<file path="config.mk">
export PLATFORM = sky130hd
export DESIGN_NAME = bounded_deque_with_search
export DESIGN_NICKNAME = d
export VERILOG_FILES = /design/src/bdq_pkg.sv /design/src/bdq_front.sv /design/src/bdq_back.sv /design/src/bounded_deque_with_search.sv
export SDC_FILE = /design/constraint.sdc
export NUM_CORES = 1
export LEC_CHECK = 0
export CORE_UTILIZATION = 46
export CTS_BUF_LIST = sky130_fd_sc_hd__clkbuf_16
export DETAILED_ROUTE_END_ITERATION = 6
export DONT_BUFFER_PORTS = 1
export PLACE_DENSITY_LB_ADDON = 0.15
export SYNTH_ARGS = -nofsm -noshare
export SYNTH_HDL_FRONTEND = slang
export SYNTH_SLANG_ARGS = --single-unit
</file>
<file path="constraint.sdc">
create_clock -name clk -period 12.4 [get_ports clk]
set_clock_uncertainty 0.15 [all_clocks]
set_input_delay 1.86 -clock clk [delete_from_list [all_inputs] [get_ports clk]]
set_output_delay 1.86 -clock clk [all_outputs]
set_load 0.01 [all_outputs]
</file>
<file path="src/bdq_pkg.sv">
`timescale 1ns / 1ps
// -----------------------------------------------------------------------------
// Bounded deque package
// Shared types and codes for the front queue and the back engine of the
// bounded deque with search.
// -----------------------------------------------------------------------------
package bdq_pkg;

	// Request codes as they arrive on the mode field.
	typedef enum logic [1:0] {
		OP_INS_FRONT = 2'd0,
		OP_INS_BACK  = 2'd1,
		OP_REM_BACK  = 2'd2,
		OP_SEARCH    = 2'd3
	} op_t;

	// Result status codes.
	localparam logic [1:0] ST_OK    = 2'd0;
	localparam logic [1:0] ST_EMPTY = 2'd1;
	localparam logic [1:0] ST_FULL  = 2'd2;

	// One classified request as it travels from the front to the back.
	typedef struct packed {
		op_t                op;
		logic signed [31:0] value;
	} cmd_t;

	// Back engine sequencer states.
	typedef enum logic [1:0] {
		BK_IDLE,
		BK_REMOVE,
		BK_SEARCH
	} bk_state_t;

	// Command queue between front and back.
	localparam int QDEPTH = 2;
	localparam int QIW    = $clog2(QDEPTH);
	localparam int QCW    = $clog2(QDEPTH + 1);

endpackage

</file>
<file path="src/bdq_front.sv">
`timescale 1ns / 1ps
// -----------------------------------------------------------------------------
// Bounded deque front queue
// Accepts request beats, classifies the mode into an operation and holds
// them in a short queue until the back engine takes them.
// -----------------------------------------------------------------------------
module bdq_front (
	input  logic               clk,
	input  logic               arst_n,
	input  logic               in_valid,
	output logic               in_stall,
	input  logic [1:0]         mode,
	input  logic signed [31:0] value,
	output logic               cmd_valid,
	output bdq_pkg::cmd_t      cmd,
	input  logic               cmd_take
);
	import bdq_pkg::*;

	cmd_t           q_mem [QDEPTH];
	logic [QIW-1:0] wr_ptr_q;
	logic [QIW-1:0] rd_ptr_q;
	logic [QCW-1:0] cnt_q;
	cmd_t           cls;
	logic           push;
	logic           pop;

	// Decode the raw mode into an operation.
	always_comb begin
		cls.value = value;
		case (mode)
			OP_INS_FRONT: cls.op = OP_INS_FRONT;
			OP_INS_BACK:  cls.op = OP_INS_BACK;
			OP_REM_BACK:  cls.op = OP_REM_BACK;
			OP_SEARCH:    cls.op = OP_SEARCH;
			default:      cls.op = OP_SEARCH;
		endcase
	end

	assign in_stall  = (cnt_q == QCW'(QDEPTH));
	assign push      = in_valid && !in_stall;
	assign pop       = cmd_take && cmd_valid;
	assign cmd_valid = (cnt_q != '0);
	assign cmd       = q_mem[rd_ptr_q];

	always_ff @(posedge clk or negedge arst_n) begin
		if (!arst_n) begin
			wr_ptr_q <= '0;
			rd_ptr_q <= '0;
			cnt_q    <= '0;
		end else begin
			if (push) begin
				wr_ptr_q <= wr_ptr_q + QIW'(1);
			end
			if (pop) begin
				rd_ptr_q <= rd_ptr_q + QIW'(1);
			end
			if (push && !pop) begin
				cnt_q <= cnt_q + QCW'(1);
			end else if (pop && !push) begin
				cnt_q <= cnt_q - QCW'(1);
			end
		end
	end

	always_ff @(posedge clk) begin
		if (push) begin
			q_mem[wr_ptr_q] <= cls;
		end
	end

	a_q_bound: assert property (@(posedge clk) disable iff (!arst_n)
		cnt_q <= QCW'(QDEPTH))
		else $error("front queue count beyond its depth");

endmodule

</file>
<file path="src/bdq_back.sv">
`timescale 1ns / 1ps
// -----------------------------------------------------------------------------
// Bounded deque back engine
// Owns the circular entry store and its pointers, carries out one command at
// a time and holds the result beat in an output register.
// -----------------------------------------------------------------------------
module bdq_back #(
	parameter int DEPTH = 16
) (
	input  logic               clk,
	input  logic               arst_n,
	input  logic               cmd_valid,
	input  bdq_pkg::cmd_t      cmd,
	output logic               cmd_take,
	output logic               out_valid,
	input  logic               out_stall,
	output logic [1:0]         status,
	output logic signed [31:0] removed_value,
	output logic               found,
	output logic [4:0]         fill_level
);
	import bdq_pkg::*;

	localparam int IW = $clog2(DEPTH);
	localparam int CW = $clog2(DEPTH + 1);
	localparam logic [IW-1:0] LAST = IW'(DEPTH - 1);

	function automatic logic [IW-1:0] slot_next(input logic [IW-1:0] i);
		return (i == LAST) ? '0 : i + IW'(1);
	endfunction

	function automatic logic [IW-1:0] slot_prev(input logic [IW-1:0] i);
		return (i == '0) ? LAST : i - IW'(1);
	endfunction

	logic signed [31:0] mem [DEPTH];
	logic signed [31:0] rd_q;

	bk_state_t          state_q, state_d;
	logic [IW-1:0]      front_q, front_d;
	logic [IW-1:0]      back_q, back_d;
	logic [CW-1:0]      occ_q, occ_d;
	logic [IW-1:0]      ptr_q, ptr_d;
	logic [CW-1:0]      cnt_q, cnt_d;
	logic signed [31:0] key_q, key_d;

	logic               out_valid_q;
	logic [1:0]         status_q;
	logic signed [31:0] removed_q;
	logic               found_q;
	logic [4:0]         fill_q;

	logic               out_free;
	logic               mem_we, mem_re;
	logic [IW-1:0]      wa, ra;
	logic signed [31:0] wd;
	logic               load;
	logic [1:0]         ld_status;
	logic signed [31:0] ld_removed;
	logic               ld_found;
	logic [31:0]        occ_ext;

	assign out_free = !out_valid_q || !out_stall;
	assign occ_ext  = 32'(occ_d);

	always_comb begin
		state_d    = state_q;
		front_d    = front_q;
		back_d     = back_q;
		occ_d      = occ_q;
		ptr_d      = ptr_q;
		cnt_d      = cnt_q;
		key_d      = key_q;
		cmd_take   = 1'b0;
		mem_we     = 1'b0;
		mem_re     = 1'b0;
		wa         = back_q;
		ra         = front_q;
		wd         = cmd.value;
		load       = 1'b0;
		ld_status  = ST_OK;
		ld_removed = '0;
		ld_found   = 1'b0;
		case (state_q)
			BK_IDLE: begin
				if (cmd_valid && out_free) begin
					cmd_take = 1'b1;
					case (cmd.op)
						OP_INS_FRONT, OP_INS_BACK: begin
							load = 1'b1;
							if (occ_q == CW'(DEPTH)) begin
								ld_status = ST_FULL;
							end else if (cmd.op == OP_INS_FRONT) begin
								front_d = slot_prev(front_q);
								wa      = slot_prev(front_q);
								mem_we  = 1'b1;
								occ_d   = occ_q + CW'(1);
							end else begin
								back_d = slot_next(back_q);
								wa     = back_q;
								mem_we = 1'b1;
								occ_d  = occ_q + CW'(1);
							end
						end
						OP_REM_BACK: begin
							if (occ_q == '0) begin
								load      = 1'b1;
								ld_status = ST_EMPTY;
							end else begin
								back_d  = slot_prev(back_q);
								ra      = slot_prev(back_q);
								mem_re  = 1'b1;
								occ_d   = occ_q - CW'(1);
								state_d = BK_REMOVE;
							end
						end
						default: begin
							if (occ_q == '0) begin
								load = 1'b1;
							end else begin
								ra      = front_q;
								mem_re  = 1'b1;
								ptr_d   = slot_next(front_q);
								cnt_d   = occ_q - CW'(1);
								key_d   = cmd.value;
								state_d = BK_SEARCH;
							end
						end
					endcase
				end
			end
			BK_REMOVE: begin
				load       = 1'b1;
				ld_removed = rd_q;
				state_d    = BK_IDLE;
			end
			BK_SEARCH: begin
				// Compare the entry read last cycle; fetch the next one if needed.
				if (rd_q == key_q) begin
					load     = 1'b1;
					ld_found = 1'b1;
					state_d  = BK_IDLE;
				end else if (cnt_q == '0) begin
					load    = 1'b1;
					state_d = BK_IDLE;
				end else begin
					ra     = ptr_q;
					mem_re = 1'b1;
					ptr_d  = slot_next(ptr_q);
					cnt_d  = cnt_q - CW'(1);
				end
			end
			default: begin
				state_d = BK_IDLE;
			end
		endcase
	end

	always_ff @(posedge clk or negedge arst_n) begin
		if (!arst_n) begin
			state_q     <= BK_IDLE;
			front_q     <= '0;
			back_q      <= '0;
			occ_q       <= '0;
			ptr_q       <= '0;
			cnt_q       <= '0;
			out_valid_q <= 1'b0;
		end else begin
			state_q <= state_d;
			front_q <= front_d;
			back_q  <= back_d;
			occ_q   <= occ_d;
			ptr_q   <= ptr_d;
			cnt_q   <= cnt_d;
			if (load) begin
				out_valid_q <= 1'b1;
			end else if (out_valid_q && !out_stall) begin
				out_valid_q <= 1'b0;
			end
		end
	end

	always_ff @(posedge clk) begin
		key_q <= key_d;
		if (load) begin
			status_q  <= ld_status;
			removed_q <= ld_removed;
			found_q   <= ld_found;
			fill_q    <= occ_ext[4:0];
		end
	end

	// Entry store: one write port, one registered read port.
	always_ff @(posedge clk) begin
		if (mem_we) begin
			mem[wa] <= wd;
		end
		if (mem_re) begin
			rd_q <= mem[ra];
		end
	end

	assign out_valid     = out_valid_q;
	assign status        = status_q;
	assign removed_value = removed_q;
	assign found         = found_q;
	assign fill_level    = fill_q;

	a_occ_bound: assert property (@(posedge clk) disable iff (!arst_n)
		occ_q <= CW'(DEPTH))
		else $error("occupancy beyond the store depth");

	a_busy_no_result: assert property (@(posedge clk) disable iff (!arst_n)
		(state_q != BK_IDLE) |-> !out_valid_q)
		else $error("result pending while a command is still in progress");

	a_search_holds_state: assert property (@(posedge clk) disable iff (!arst_n)
		(state_q == BK_SEARCH) |=> ($stable(occ_q) && $stable(front_q) && $stable(back_q)))
		else $error("queue state changed during a search");

endmodule

</file>
<file path="src/bounded_deque_with_search.sv">
`timescale 1ns / 1ps
// -----------------------------------------------------------------------------
// Bounded deque with search
// Double-ended queue of signed 32-bit words in a circular store of DEPTH
// entries, with insert front, insert back, remove back and linear search.
// -----------------------------------------------------------------------------
// Every request beat produces exactly one result beat. Requests first land in
// a two-entry command queue, so up to two can be accepted while the engine is
// busy; the engine then handles one command at a time. Inserts and a remove
// from an empty queue finish in the engine's idle state, a successful remove
// reads the entry store and then loads the result, and a search examines one
// stored entry at a time, walking from front to back, because the store has a
// single read port. The engine takes a new command only when its output
// register is empty or being drained in the same cycle. Inserting into a full
// queue returns status full and leaves the contents alone; removing from an
// empty queue returns status empty with a removed value of zero. fill_level
// reports the number of stored entries after the request, in its low five
// bits. There is no clearing pass after reset: the entry store is read only
// between front and back, which always holds written entries.
// -----------------------------------------------------------------------------
module bounded_deque_with_search #(
	parameter int DEPTH = 16
) (
	input  logic               clk,
	input  logic               arst_n,
	input  logic               in_valid,
	output logic               in_stall,
	input  logic [1:0]         mode,
	input  logic signed [31:0] value,
	output logic               out_valid,
	input  logic               out_stall,
	output logic [1:0]         status,
	output logic signed [31:0] removed_value,
	output logic               found,
	output logic [4:0]         fill_level
);
	import bdq_pkg::*;

	// Classified command handed from the front queue to the engine.
	logic cmd_valid;
	cmd_t cmd;
	logic cmd_take;

	// The front accepts request beats and queues them with their decoded
	// operation; it stalls the input only when both queue slots are in use.
	bdq_front u_front (
		.clk       (clk),
		.arst_n    (arst_n),
		.in_valid  (in_valid),
		.in_stall  (in_stall),
		.mode      (mode),
		.value     (value),
		.cmd_valid (cmd_valid),
		.cmd       (cmd),
		.cmd_take  (cmd_take)
	);

	// The engine owns the entry store, the front and back pointers and the
	// occupancy count, and registers each result beat until it is taken.
	bdq_back #(
		.DEPTH (DEPTH)
	) u_back (
		.clk           (clk),
		.arst_n        (arst_n),
		.cmd_valid     (cmd_valid),
		.cmd           (cmd),
		.cmd_take      (cmd_take),
		.out_valid     (out_valid),
		.out_stall     (out_stall),
		.status        (status),
		.removed_value (removed_value),
		.found         (found),
		.fill_level    (fill_level)
	);

endmodule

</file>
; After elaboration in Yosys (flattened, before gate mapping)
; Memory sizes are Yosys's and may differ from the RTL's. A register that Yosys moved wholly into a read port is not among the register bits.
; Index checks and enable logic that the tools add are counted.
[totals]
in_bits = 38
wordCells = 162
reg_bits = 101
ram_bits = 580
mem_count = 2
[memory_table]
columns = memory, words, word_bits, read_ports, rd_ports_with_merged_regs, write_ports, line_no
row1 = u_back.mem, 16, 32, 1, 1, 1, bdq_back.sv:36  ; logic signed [31:0] mem [DEPTH];
row2 = u_front.q_mem, 2, 34, 1, 0, 1, bdq_front.sv:20  ; cmd_t q_mem [QDEPTH];
[classes]
muxes = 75
bitwise_logic = 3
eq_ne = 23
add_sub_neg = 12
reduce_logical = 32
[op_table]
columns = cell, n
row1 = 4-bit two-way mux, 23
row2 = 5-bit two-way mux, 9
row3 = 32-bit == test, 1
row4 = 1-bit two-way mux, 24
row5 = 4-bit one-hot mux with 2 select lines, 3
row6 = 5-bit one-hot mux with 2 select lines, 2
row7 = 2-bit two-way mux, 8
row8 = "2-bit inequality test, second input constant", 8
row9 = "4-bit by 1-bit adder with 4-bit output, second input constant", 3
row10 = "4-bit == test, second input constant", 3
row11 = 2-bit one-hot mux with 2 select lines, 3
row12 = 6-bit AND reduction, 2
row13 = "2-bit == test, second input constant", 5
row14 = 5-bit zero test, 2
row15 = 2-bit nonzero test, 5
row16 = "5-bit by 1-bit subtractor with 5-bit output, second input constant", 2
row17 = 4-bit zero test, 2
row18 = 2-bit one-hot mux with 4 select lines, 1
row19 = 4-bit AND reduction, 2
row20 = "4-bit by 1-bit subtractor with 4-bit output, second input constant", 2
row21 = "2-bit by 1-bit == test with 1-bit output, second input constant", 3
row22 = 1-bit logical AND, 6
row23 = 2-bit zero test, 3
row24 = "5-bit by 1-bit adder with 5-bit output, second input constant", 1
row25 = other kinds (15), 22

; Depth between registers and ports, before layout
[depth]
word_depth = 9
ltp_mapped = 14

; Modules after synthesis
; A second synthesis with hierarchy kept.
[hier_totals]
cells_unflattened = 1667
area_unflattened_um2 = 28670.0
[by_module_without_submodules]
columns = module, seq_area_each_um2, instances, cells_each, area_per_inst_um2
row1 = bdq_back, 19123.3, 1, 1540, 25857.3
row2 = bdq_front, 2142.1, 1, 127, 2812.7

; Least setup slack after synthesis
; No wires, ideal clock.
[synth_path]
path_type = input to register
start = in out_stall
end = mem u_back.mem[0][0] (enable)
cell_stages = 7
arrival_time_ns = 4.592
required_ns = 11.829
slack_ns = 7.237
path_buffers = 2
path_cell_list = o2bb2ai_1 nor3_1 and3_1 clkbuf_1 clkbuf_1 a31oi_1 nor2_1
[synth_via]
elab_chain_cells = 7
elab_cells_between_ends = 9
classes_between = mux: 6 / reduce/logical: 3
[synth_rtl]
columns = element, line_no
row1 = start: declaration, bounded_deque_with_search.sv:31  ; input logic out_stall,
row2 = 1-bit zero test (*), bdq_back.sv:63  ; assign out_free = !out_valid_q || !out_stall;
row3 = 1-bit logical OR (*), bdq_back.sv:63
row4 = 1-bit logical AND (*), bdq_back.sv:86  ; if (cmd_valid && out_free) begin
row5 = 1-bit two-way mux, bdq_back.sv:86
row6 = 1-bit two-way mux, bdq_back.sv:84  ; case (state_q)
row7 = 1-bit two-way mux, bdq_back.sv:195  ; if (mem_we) begin
row8 = 1-bit two-way mux (implied by the code), bdq_back.sv:196  ; mem[wa] <= wd;
row9 = end: declaration, bdq_back.sv:36
; Every way passes the cells marked *; elsewhere a longest branch is shown, timed or not.

; Worst setup path in the final report
[layout_path]
start = reg u_front.rd_ptr_q
end = reg u_back.rd_q[30], read port of u_back.mem (data pin)
[layout_via]
elab_chain_cells = 6
elab_cells_between_ends = 11
classes_between = eq/ne: 2 / mux: 6 / reduce/logical: 2 / memory: 1
[layout_rtl]
columns = element, line_no
row1 = start: declaration, bdq_front.sv:22  ; logic [QIW-1:0] rd_ptr_q;
row2 = start signal: assignment, bdq_front.sv:56  ; rd_ptr_q <= rd_ptr_q + QIW'(1);
row3 = memory 2 x 34 bit (*), n/a
row4 = 2-bit by 1-bit == test with 1-bit output or 2-bit zero test (tied branches), bdq_back.sv:88  ; case (cmd.op)
row5 = 2-bit OR reduction, bdq_back.sv:88
row6 = 1-bit two-way mux, n/a
row7 = 1-bit two-way mux, bdq_back.sv:86
row8 = 1-bit one-hot mux with 2 select lines, bdq_back.sv:84
row9 = end: declaration, bdq_back.sv:37  ; logic signed [31:0] rd_q;
; Marked as above.
; A chain may end at the register's enable or synchronous reset.

==> flow_summary.ini <==
[final_layout]
n_fill_cell = 4858
antennaDiodeCount = 0
multi_input_comb_area_sq_mm = 0.006436
regArea_sq_mm = 0.02127
fin_nets = 1794
drive_above_1_share_pct = 11.85
syn_to_final_growth_pct = 11.60

[status]
outcome = complete, no violations

[synthesis]
synth_nets = 1794
synth_top_area_share_pct = 73.02
ys_ff_latch = 713
yosysTopAreaCell = edfxtp_1
avgSynthCellArea_sq_um = 16.15
postSynthCellCount = 1742
synthArstFlopShare_pct = 4.067
netlist_area_sq_mm = 0.02813
synth_edf_count = 684
ys_seq_area_share_pct = 75.60
synth_warnings = 0
synth_top_flop_cell = edfxtp_1
synthTopCellsByArea = edfxtp_1, mux2i_1, a221oi_1
yosysUniqueCellTypes = 61

[global_route]
grt_pass1_vias = 14840
gr-usage-all-layers_pct = 22.01
grt_overflow_total = 0
grt_pass1_wl_mm = 99.49
antenna_found_initial = 1
grt_max_degree = 145

[worst_setup_path]
cpMaxStageDelayCell = buf_4
path_delay_family = buffers and inverters
cp-start-kind = register
critical-path-max-stage-delay_ns = 0.90
reg2reg_from = u_front.rd_ptr_q
critPathRequiredTime_ns = 12.60
critPathLaunch = u_front.rd_ptr_q
cp-end-kind = register
arrival_ns = 6.58
worst_path_most_repeated_cell = buf_4
r2r_slack_ns = 6.01
path_max_fanout = 89
cp.buffers_inverters = 4
crit_chain = buf_4 -> mux2i_1 -> inv_1 -> ha_1 -> o21ai_4 -> nor4_1 -> o311a_4 -> buf_4 -> buf_4 -> a221oi_1 -> or4_1
reg2reg_depth = 11
critical_path_class = reg2reg
r2r-end = u_back.rd_q[30]

[routing]
via_per_inst = 5.938
firstDrtPassIters = 7
drt_wl_total_mm = 68.58
vias = 15320
detail-route-antenna-nets = 0
wl_per_cell_um = 26.58
drt-initial-drc-count = 1517
route.detailed.drc = 0

[placement]
port_buffers = 0
routabilityCongestion = 0.7830
dp_hpwl_mm = 34.75

[clock_tree]
cts_resized = 0
clk_latency_ns = 0.62
clock-sinks = 713
h-tree-depth = 3
clock_path_buffers = 3
cts_made_buffers = 77
cts_tree = built
postCtsSetupRepairBufs = 0
ctsHoldBuffers = 0
clockRootBuffer = clkbuf_16
clk_pin_slew_worst_paths_ns = 0.06

[worst_hold_path]
min-delay-path-class = reg2reg
min_path_cells = 1
hp-start = u_front.cnt_q[1]
min_to = u_front.cnt_q[1]

[pwr]
finalPower_mw = 8.708
leakage_nw = 10.44
peakVddDrop_uv = 284.2
power_density_mw_per_mm2 = 277.4

[die]
fp.dieW_um = 249.3
core_area_sq_mm = 0.06036
start_util_pct = 46.60
die-area_sq_mm = 0.06214
rows = 90
io_pins = 80
fp.dieH_um = 249.3

[timing]
fmaxAchievable_ghz = 0.1565
finalHoldViolCount = 0
min_period_ns = 6.388
fin_crit_sh_pct = 51.52
finalMaxSlewViolations = 0
relSlewSlack_pct = 21.13
rsz0062_at_grt = false
finalSetupViolCount = 0
finalSetupTns_ns = 0
tightest_slew_ns = 1.180

[run]
cap_violations = 0
state kept, by name, indices dropped and copies added, names as in the netlist:
signal,flops
u_back.fill_level,5
u_front.rd_ptr_q,1
u_back.key_q,32
u_front.wr_ptr_q,1
u_front.cnt_q,2
u_front.q_mem,68
u_back.found,1
u_back.removed_value,32
u_back.mem,512
u_back.out_valid,1
u_back.state_q,2
u_back.occ_q,5
u_back.status,2
u_back.front_q,4
u_back.rd_q,32
u_back.back_q,4
u_back.cnt_q,5
u_back.ptr_q,4
cell type report:
cell class	instances	share of cell area (%)
sequential	713	67.75
multi-input combinational	902	20.50
clock buffer	79	6.298
tap	782	3.117
clock inverter	56	1.359
timing repair buffer	30	0.7573
inverter	18	0.2152
cells by family (layout without fill, tap and decap cells):
group,after synthesis,after routing,share of synthesized area (%)
flops,713,713,75.60
compound gates,338,338,8.194
simple gates,336,336,5.894
mux,168,168,6.157
buf+inv,127,183,2.095
xor+xnor,46,46,1.432
fa+ha+maj,14,14,0.6228
layer usage:
metal | vias to the layer above | global-route usage, % | wire (um)
li1 | 6832 | - | -
met1 | 7951 | 30.45 | 30190
met2 | 450 | 35.67 | 32940
met3 | 86 | 3.459 | 3984
met4 | 0 | 7.284 | 1464
met5 | - | 0 | 0
worst reg2reg max path: stages (launching register included):
cell and delay [ns]:
dfrtp_2 0.34, buf_4 0.54, mux2i_1 0.34, inv_1 0.24, ha_1 0.52, o21ai_4 0.17, nor4_1 0.41, o311a_4 0.79
buf_4 1.01, buf_4 0.83, a221oi_1 0.24, or4_1 0.55
where the power goes:
group / internal [mW] / leakage [nW] / switching [mW]
Clock: 1.28 / 1.24 / 0.915
Sequential: 3.27 / 6.58 / 0.202
Combinational: 0.957 / 2.62 / 2.09
worst max path at each step:
stage | slack, ns | to | depth (start not counted)
after global placement | 6.14 | u_back.rd_q[21] | 7
after global routing | 5.58 | u_back.rd_q[26] | 11
final | 6.01 | u_back.rd_q[30] | 11
after detailed placement | 6.06 | u_back.rd_q[23] | 11
after CTS | 6.02 | u_back.rd_q[0] | 11
after floorplan | 7.24 | u_back.mem[0][0] | 7
cell usage in the layout, fill, tap and decap left out, drive strengths merged, types with 14 or more instances in the layout:
| master | n |
|---|---|
| xnor2 | 39 |
| a21oi | 148 |
| nand3 | 15 |
| inv | 38 |
| mux2i | 131 |
| and2 | 34 |
| clkinv | 28 |
| or4 | 32 |
| o21ai | 27 |
| ha | 14 |
| mux2 | 37 |
| edfxtp | 684 |
| a221oi | 130 |
| clkbuf | 79 |
| dfrtp | 29 |
| nor2 | 43 |
| nand2 | 164 |
| buf | 30 |
Yosys cell counts, types with 12 or more instances:
cell      instances
xnor2_1          39
buf_2            30
ha_1             14
mux2i_1         131
or4_1            32
a221oi_1        130
clkbuf_1         63
and2_1           33
mux2_2           36
o21ai_0          25
inv_1            18
nor2_1           43
dfrtp_1          29
nand3_1          15
a21oi_1         148
nand2_1         162
nor3_1           12
edfxtp_1        684
per-stage QoR:
| step | cells | util, % | setup WS [ns] | hold WS [ns] | instance area, sq um |
|---|---|---|---|---|---|
| 2_1_floorplan | 1742 | - | 7.237 | 0.3108 | 28130 |
| 3_3_place_gp | 2445 | 48.02 | 6.136 | 0.3324 | 28990 |
| 3_5_place_dp | 2445 | 48.02 | 6.057 | 0.3410 | 28990 |
| 4_1_cts | 2580 | 52.01 | 6.022 | 0.3510 | 31390 |
| 5_1_grt | 2580 | 52.01 | 5.576 | 0.3913 | 31390 |
| 6_report | 2580 | 52.01 | 6.012 | 0.3557 | 31390 |
(Power assumes the default switching activity.)
